$ cat config.mk
export PLATFORM = sky130hd
export DESIGN_NAME = tensor_transpose_address_gen
export DESIGN_NICKNAME = d
export VERILOG_FILES = /design/src/sv/tta_pkg.sv /design/src/sv/tensor_transpose_address_gen.sv
export SDC_FILE = /design/constraint.sdc
export NUM_CORES = 2
export LEC_CHECK = 0
export BUFFER_PORTS_ARGS = -buffer_cell sky130_fd_sc_hd__buf_2
export CAP_MARGIN = 20
export CELL_PAD_IN_SITES_DETAIL_PLACEMENT = 1
export CELL_PAD_IN_SITES_GLOBAL_PLACEMENT = 1
export CORE_ASPECT_RATIO = 0.75
export CORE_MARGIN = 2
export CORE_UTILIZATION = 30
export CTS_BUF_LIST = sky130_fd_sc_hd__clkbuf_16
export CTS_CLUSTER_SIZE = 16
export DETAILED_ROUTE_END_ITERATION = 8
export HOLD_SLACK_MARGIN = 0.05
export PLACE_DENSITY = 0.62
export SLEW_MARGIN = 20
export SYNTH_ARGS = -nofsm -noshare
export SYNTH_HDL_FRONTEND = slang
export SYNTH_SLANG_ARGS = --single-unit
$ cat constraint.sdc
create_clock -name clk -period 7.6 [get_ports clk]
set_clock_uncertainty 0.05 [all_clocks]
set_input_delay 1.52 -clock clk [delete_from_list [all_inputs] [get_ports clk]]
set_output_delay 1.52 -clock clk [all_outputs]
set_load 0.02 [all_outputs]
$ cat src/sv/tta_pkg.sv
// Shared constants and types for the tensor transpose address generator.
// No dependencies.
`timescale 1ns / 1ps
`default_nettype none

package tta_pkg;

  localparam int MAX_DIMS  = 4;
  localparam int ADDR_BITS = 24;
  localparam int DIM_BITS  = 16;
  localparam int AXIS_BITS = 2;
  localparam int DIMC_BITS = 3;
  localparam int CFG_BITS  = 64;
  localparam int CFG_IDX_BITS = 2;
  localparam int PROD_BITS = ADDR_BITS + DIM_BITS;

  // configuration register indexes
  localparam logic [CFG_IDX_BITS-1:0] REG_DIM_COUNT   = 2'd0;
  localparam logic [CFG_IDX_BITS-1:0] REG_INPUT_DIMS  = 2'd1;
  localparam logic [CFG_IDX_BITS-1:0] REG_OUTPUT_DIMS = 2'd2;
  localparam logic [CFG_IDX_BITS-1:0] REG_AXIS_ORDER  = 2'd3;

  // reset values of the configuration registers
  localparam logic [DIMC_BITS-1:0] DIM_COUNT_RST = 3'd4;
  localparam logic [CFG_BITS-1:0]  DIMS_RST      = 64'h0001_0001_0001_0001;
  localparam logic [7:0]           AXIS_ORDER_RST = 8'h1B;

  typedef logic [DIM_BITS-1:0]  pos_t;
  typedef logic [ADDR_BITS-1:0] addr_t;
  typedef logic [AXIS_BITS-1:0] axis_t;

endpackage

`default_nettype wire

$ cat src/sv/tensor_transpose_address_gen.sv
// Tensor transpose address generator: odometer over the input shape, permuted
// row-major offset into the output shape. Depends on tta_pkg.
//
// Pipeline: an accepted word passes the product stage, then the sum stage into the result word.
// Throughput: one word per cycle; back-pressure stalls the input once both stages are full.
// Output strides come from a shared 24x16 multiplier that walks the axes after
// reset and after every configuration write, with the input stalled meanwhile.
// Reset (rst_n, synchronous): default shape, odometer and count cleared, pipe empty.
`timescale 1ns / 1ps
`default_nettype none

module tensor_transpose_address_gen import tta_pkg::*; (
  input  wire logic                    clk,
  input  wire logic                    rst_n,
  // input word channel
  input  wire logic                    in_valid,
  output logic                         in_stall,
  input  wire logic [31:0]             in_element_bits,
  // result word channel
  output logic                         out_valid,
  input  wire logic                    out_stall,
  output logic [ADDR_BITS-1:0]         out_dest_offset,
  output logic [31:0]                  out_dest_bits,
  output logic                         out_last_element,
  // configuration write port
  input  wire logic                    cfg_we,
  input  wire logic [CFG_IDX_BITS-1:0] cfg_index,
  input  wire logic [CFG_BITS-1:0]     cfg_wdata
);

  // configuration registers
  logic [DIMC_BITS-1:0] dim_count_r;
  logic [CFG_BITS-1:0]  input_dims_r;
  logic [CFG_BITS-1:0]  output_dims_r;
  logic [7:0]           axis_order_r;

  // stride sequencer
  addr_t                 stride_r [MAX_DIMS];
  logic                  seq_busy_r;
  axis_t                 seq_k_r;
  addr_t                 seq_acc_r;
  logic [PROD_BITS-1:0]  seq_prod;
  pos_t                  seq_dim;

  // odometer state
  pos_t                  pos_r   [MAX_DIMS];
  pos_t                  pos_nxt [MAX_DIMS];
  addr_t                 seen_r;
  logic                  last_nxt;

  // pipeline
  logic                  s1_valid_r;
  addr_t                 s1_prod_r [MAX_DIMS];
  addr_t                 prod_nxt  [MAX_DIMS];
  logic [31:0]           s1_bits_r;
  logic                  s1_last_r;
  logic                  out_valid_r;
  addr_t                 out_offset_r;
  addr_t                 offset_sum;
  logic [31:0]           out_bits_r;
  logic                  out_last_r;

  logic                  out_free;
  logic                  s1_free;
  logic                  accept;
  logic [DIMC_BITS-1:0]  n_axes;

  // axes in use: zero acts as one, clamp at MAX_DIMS
  always_comb begin
    if (dim_count_r == '0) begin
      n_axes = DIMC_BITS'(1);
    end else if (dim_count_r > DIMC_BITS'(MAX_DIMS)) begin
      n_axes = DIMC_BITS'(MAX_DIMS);
    end else begin
      n_axes = dim_count_r;
    end
  end

  // handshake
  assign out_free = !out_valid_r || !out_stall;
  assign s1_free  = !s1_valid_r || out_free;
  assign in_stall = seq_busy_r || !s1_free;
  assign accept   = in_valid && !in_stall;

  // configuration writes
  always_ff @(posedge clk) begin
    if (!rst_n) begin
      dim_count_r   <= DIM_COUNT_RST;
      input_dims_r  <= DIMS_RST;
      output_dims_r <= DIMS_RST;
      axis_order_r  <= AXIS_ORDER_RST;
    end else if (cfg_we) begin
      unique case (cfg_index)
        REG_DIM_COUNT:   dim_count_r   <= cfg_wdata[DIMC_BITS-1:0];
        REG_INPUT_DIMS:  input_dims_r  <= cfg_wdata;
        REG_OUTPUT_DIMS: output_dims_r <= cfg_wdata;
        REG_AXIS_ORDER:  axis_order_r  <= cfg_wdata[7:0];
        default: ;
      endcase
    end
  end

  // stride walk, innermost axis first: stride[k] = product of output dims past k
  assign seq_dim  = output_dims_r[(MAX_DIMS-1-int'(seq_k_r))*DIM_BITS +: DIM_BITS];
  assign seq_prod = PROD_BITS'(seq_acc_r) * PROD_BITS'(seq_dim);

  always_ff @(posedge clk) begin
    if (!rst_n || cfg_we) begin
      seq_busy_r <= 1'b1;
      seq_k_r    <= axis_t'(MAX_DIMS-1);
      seq_acc_r  <= addr_t'(1);
    end else if (seq_busy_r) begin
      if ({1'b0, seq_k_r} < n_axes) begin
        stride_r[seq_k_r] <= seq_acc_r;
        seq_acc_r         <= seq_prod[ADDR_BITS-1:0];
      end
      if (seq_k_r == '0) begin
        seq_busy_r <= 1'b0;
      end
      seq_k_r <= seq_k_r - axis_t'(1);
    end
  end

  // odometer advance, innermost in-use axis first
  always_comb begin
    logic              carry;
    pos_t              size;
    logic [DIM_BITS:0] inc;
    carry = 1'b1;
    for (int i = MAX_DIMS-1; i >= 0; i--) begin
      pos_nxt[i] = pos_r[i];
      size = input_dims_r[(MAX_DIMS-1-i)*DIM_BITS +: DIM_BITS];
      if (size == '0) begin
        size = pos_t'(1);
      end
      inc = {1'b0, pos_r[i]} + (DIM_BITS+1)'(1);
      if ((DIMC_BITS'(i) < n_axes) && carry) begin
        if (inc >= {1'b0, size}) begin
          pos_nxt[i] = '0;
        end else begin
          pos_nxt[i] = inc[DIM_BITS-1:0];
          carry      = 1'b0;
        end
      end
    end
    last_nxt = carry;
  end

  // permuted position times output stride, one multiplier per output axis
  always_comb begin
    axis_t                src;
    pos_t                 psel;
    logic [PROD_BITS-1:0] full;
    for (int i = 0; i < MAX_DIMS; i++) begin
      src  = axis_order_r[(MAX_DIMS-1-i)*AXIS_BITS +: AXIS_BITS];
      psel = ({1'b0, src} < n_axes) ? pos_r[src] : '0;
      full = PROD_BITS'(psel) * PROD_BITS'(stride_r[i]);
      prod_nxt[i] = (DIMC_BITS'(i) < n_axes) ? full[ADDR_BITS-1:0] : '0;
    end
  end

  // odometer and element count
  always_ff @(posedge clk) begin
    if (!rst_n) begin
      for (int i = 0; i < MAX_DIMS; i++) begin
        pos_r[i] <= '0;
      end
      seen_r <= '0;
    end else if (accept) begin
      for (int i = 0; i < MAX_DIMS; i++) begin
        pos_r[i] <= pos_nxt[i];
      end
      seen_r <= last_nxt ? '0 : seen_r + addr_t'(1);
    end
  end

  // product stage
  always_ff @(posedge clk) begin
    if (!rst_n) begin
      s1_valid_r <= 1'b0;
    end else if (s1_free) begin
      s1_valid_r <= accept;
    end
  end

  always_ff @(posedge clk) begin
    if (accept) begin
      for (int i = 0; i < MAX_DIMS; i++) begin
        s1_prod_r[i] <= prod_nxt[i];
      end
      s1_bits_r <= in_element_bits;
      s1_last_r <= last_nxt;
    end
  end

  // sum stage into the result register
  always_comb begin
    offset_sum = '0;
    for (int i = 0; i < MAX_DIMS; i++) begin
      offset_sum = offset_sum + s1_prod_r[i];
    end
  end

  always_ff @(posedge clk) begin
    if (!rst_n) begin
      out_valid_r <= 1'b0;
    end else if (out_free) begin
      out_valid_r <= s1_valid_r;
    end
  end

  always_ff @(posedge clk) begin
    if (out_free && s1_valid_r) begin
      out_offset_r <= offset_sum;
      out_bits_r   <= s1_bits_r;
      out_last_r   <= s1_last_r;
    end
  end

  assign out_valid        = out_valid_r;
  assign out_dest_offset  = out_offset_r;
  assign out_dest_bits    = out_bits_r;
  assign out_last_element = out_last_r;

`ifndef SYNTHESIS
  // no word enters while strides are being rebuilt
  a_no_accept_busy: assert property (@(posedge clk) disable iff (!rst_n)
    accept |-> !seq_busy_r)
    else $error("word accepted during stride walk");

  // a blocked product stage keeps its word
  a_s1_hold: assert property (@(posedge clk) disable iff (!rst_n)
    (s1_valid_r && !out_free) |=> s1_valid_r)
    else $error("product stage word lost");

  // the last element clears the count
  a_last_clears: assert property (@(posedge clk) disable iff (!rst_n)
    (accept && last_nxt) |=> (seen_r == '0))
    else $error("element count not cleared after last element");

  // any other element bumps the count by one
  a_count_step: assert property (@(posedge clk) disable iff (!rst_n)
    (accept && !last_nxt) |=> (seen_r == $past(seen_r) + addr_t'(1)))
    else $error("element count did not advance");
`endif

endmodule

`default_nettype wire

==> metrics.txt <==
run status=complete, no violations; synthesized area=62900 sq um; Clock Tree Buf Depth=3; delay-heaviest family, CP=adder cells; final worst-path cycle share=0.963; overall die height=401 microns; Setup TNS Final=0 ns; clk_lat worst skew=0.70 ns; Clk pwr share=0.186; Most used DFF post-synth=edfxtp_1; most used cell, CP=fa_1; Worst EP arrival=7.70 ns; EDFF count, synth=346; Logic pwr share=0.579; H-tree Lvls=2; Tot Pwr=14.7 mW; Layout fillers=23900; Port Buffers=161; Routability Congestion=0.900; vias post-DR=46200; worst vdd ir=0.216 mV; crit path buf inv count=8; Power Dens Cells=211 nW/um^2; HP Class=flop to flop; Post-Syn Nets=7970; fin nets=8083; # setup viols final=0; sequential area share after synthesis=0.221; Synth Instances=6476; switch share=0.443; commonest non-fill, non-tap cells in the layout=1218 x inv_1, 1123 x nand2_1, 1006 x fa_1; fraction of layout cells with a size suffix above 1=0.0888; area of the core=208000 sq um; Yosys cell types=67; most common cell after layout, fill and taps aside=inv_1; Internal=8.16 mW; largest net degree at the start of global routing=93; Leakage Power=30.9 nW; CTS Buf Count=53; CTS clk-pin slew, worst paths=0.07 ns; die area=213000 sq um; Psw=6.49 mW; Pins Over Slew Limit=0; crit-path max FO=39; # DRC=0; Flop pwr share=0.236; CTS sink count=522; Min Clock Period, post-route=7.32 ns; floorplan row count=145; ANT nets after route=0; fmax=137 MHz; crit path launch type=flop; Slew headroom=0.271; starting density of the core=0.302; Storage cell area=13900 sq um; initial antenna violation count=18; Vias/cell=4.90; Layout area overhead=10.6%; Post-CTS Hold Fix Bufs=0; RSZ-0062 raised after global routing=yes; Area contributors post-synth=fa_1 32%, edfxtp_1 17%, ha_1 7.7%, inv_1 7.2%, nand2_1 6.7%; final hold violation count=0; syn avg cell area=9.72 sq um; Worst Setup End Kind=flop; Yosys warning total=0; vias in the first global route=50300; total gr overflow=0; All-Layer GR Usage=0.204; DPL Wire Length=175 mm; post-DR wirelength/cell=23.1 microns; CTS tree=built; first-iteration detailed-routing DRC count=3844; global-route wire length before repair=330 mm; CP Class=flop to flop; final wirelength=217 mm; area occupied by multi-input gates=43400 sq um; Setup WS post-layout=0.279 ns; DP Worst Slack=0.0745 ns; IO Pins=162; post-synthesis async set-or-reset flop share=0; first-pass detailed-route iteration total=7; Worst Path Required=7.98 ns; Synth Register Bits=522; Min Hold Slack=0.349 ns; root buffer cell=clkbuf_16; Die X=533 microns; final core utilization=0.334; Crit-path slowest cell=fa_1; Max Cap Violations=0; slew at the pin closest to its max-slew limit=1.09 ns; biggest cell delay along the critical path=0.58 ns; Synth top area share=0.320; dominant cell type by area after synthesis=fa_1
[synth_stat cells (all sizes together) (12+ instances only)]
cell type,n
ha,385
o21ai,60
nand4,14
a31oi,12
nand3,71
o21a,19
nand2b,17
dfxtp,176
nor4,17
a21oi,113
nand2,1123
a21boi,129
xor2,88
xnor2,190
mux4,80
buf,38
nor2b,98
a21o,63
o21bai,18
nor2,131
xnor3,13
inv,1210
edfxtp,346
and2,305
a211oi,17
and3,341
fa,1006
nor3,23
clkbuf,271
[registers in the layout, summed over array words and instances, names as in the netlist, 2 cells and up, named ones only]
signal,flops
s1_prod_r,96
stride_r,96
input_dims_r,64
output_dims_r,64
pos_r,64
out_dest_bits,32
s1_bits_r,32
out_dest_offset,24
seq_acc_r,24
axis_order_r,8
dim_count_r,3
seq_k_r,2
[worst reg2reg max path, delay by kind of cell (launching register included)]
| kind | cells | cell delay, ns |
|---|---|---|
| compound gates | 4 | 0.72 |
| xor+xnor | 1 | 0.38 |
| fa+ha+maj | 8 | 3.66 |
| buf+inv | 8 | 1.04 |
| flops | 1 | 0.34 |
| simple gates | 7 | 0.90 |
[metrics by stage]
step | instances | area [sq um]
6_report | 9430 | 69600
5_1_grt | 9425 | 69600
4_1_cts | 9420 | 69400
3_5_place_dp | 9322 | 67700
3_3_place_gp | 9322 | 67700
2_1_floorplan | 6476 | 62900
[power groups by stage]
| stage | combinational [mW] | clock (mW) | sequential (mW) |
|---|---|---|---|
| detailed placement | 8.33 | 0 | 3.51 |
| global route | 9.47 | 2.90 | 3.46 |
| finish | 8.48 | 2.72 | 3.45 |
| CTS | 8.39 | 2.78 | 3.45 |
| global placement | 8.17 | 0 | 3.51 |
| floorplan | 5.38 | 0 | 3.44 |
[cells by family after synthesis]
| group | Yosys count | share of synthesized area |
|---|---|---|
| xor+xnor | 291 | 0.0434 |
| compound gates | 497 | 0.0533 |
| fa+ha+maj | 1391 | 0.397 |
| mux | 84 | 0.0294 |
| flops | 522 | 0.221 |
| simple gates | 2171 | 0.165 |
| buf+inv | 1520 | 0.0915 |
[metal layers]
metal / track usage / vias to the layer above / wire [microns]
met5: 0 / - / 28
met4: 0.0353 / 4 / 3840
met3: 0.0346 / 191 / 15600
met2: 0.299 / 1478 / 90800
met1: 0.314 / 24100 / 107000
li1: - / 20400 / -
[worst paths after layout]
| check | from | endpoint | slack [ns] | cells past startpoint |
|---|---|---|---|---|
| worst max-delay path | dim_count_r[2] | s1_prod_r[2][19] | 0.28 | 28 |
| worst min-delay path | s1_bits_r[29] | out_dest_bits[29] | 0.35 | 0 |
| worst max register to register | dim_count_r[2] | s1_prod_r[2][19] | 0.28 | 28 |
| worst min register to register | s1_bits_r[29] | out_dest_bits[29] | 0.35 | 0 |
[area by class of cell]
type / instances / share of cell area
sequential: 522 / 0.200
inverter: 1211 / 0.0653
clock inverter: 44 / 0.00507
clock buffer: 54 / 0.0194
timing repair buffer: 367 / 0.0355
tap: 2793 / 0.0502
antenna: 5 / 0.000180
multi-input combinational: 4434 / 0.624
[repair_timing]
item / CTS / global route
buffers inserted: 0 / 5
gates resized for setup: 0 / 35
endpoints found under the setup margin: 0 / 21
(Power assumes the default switching activity.)
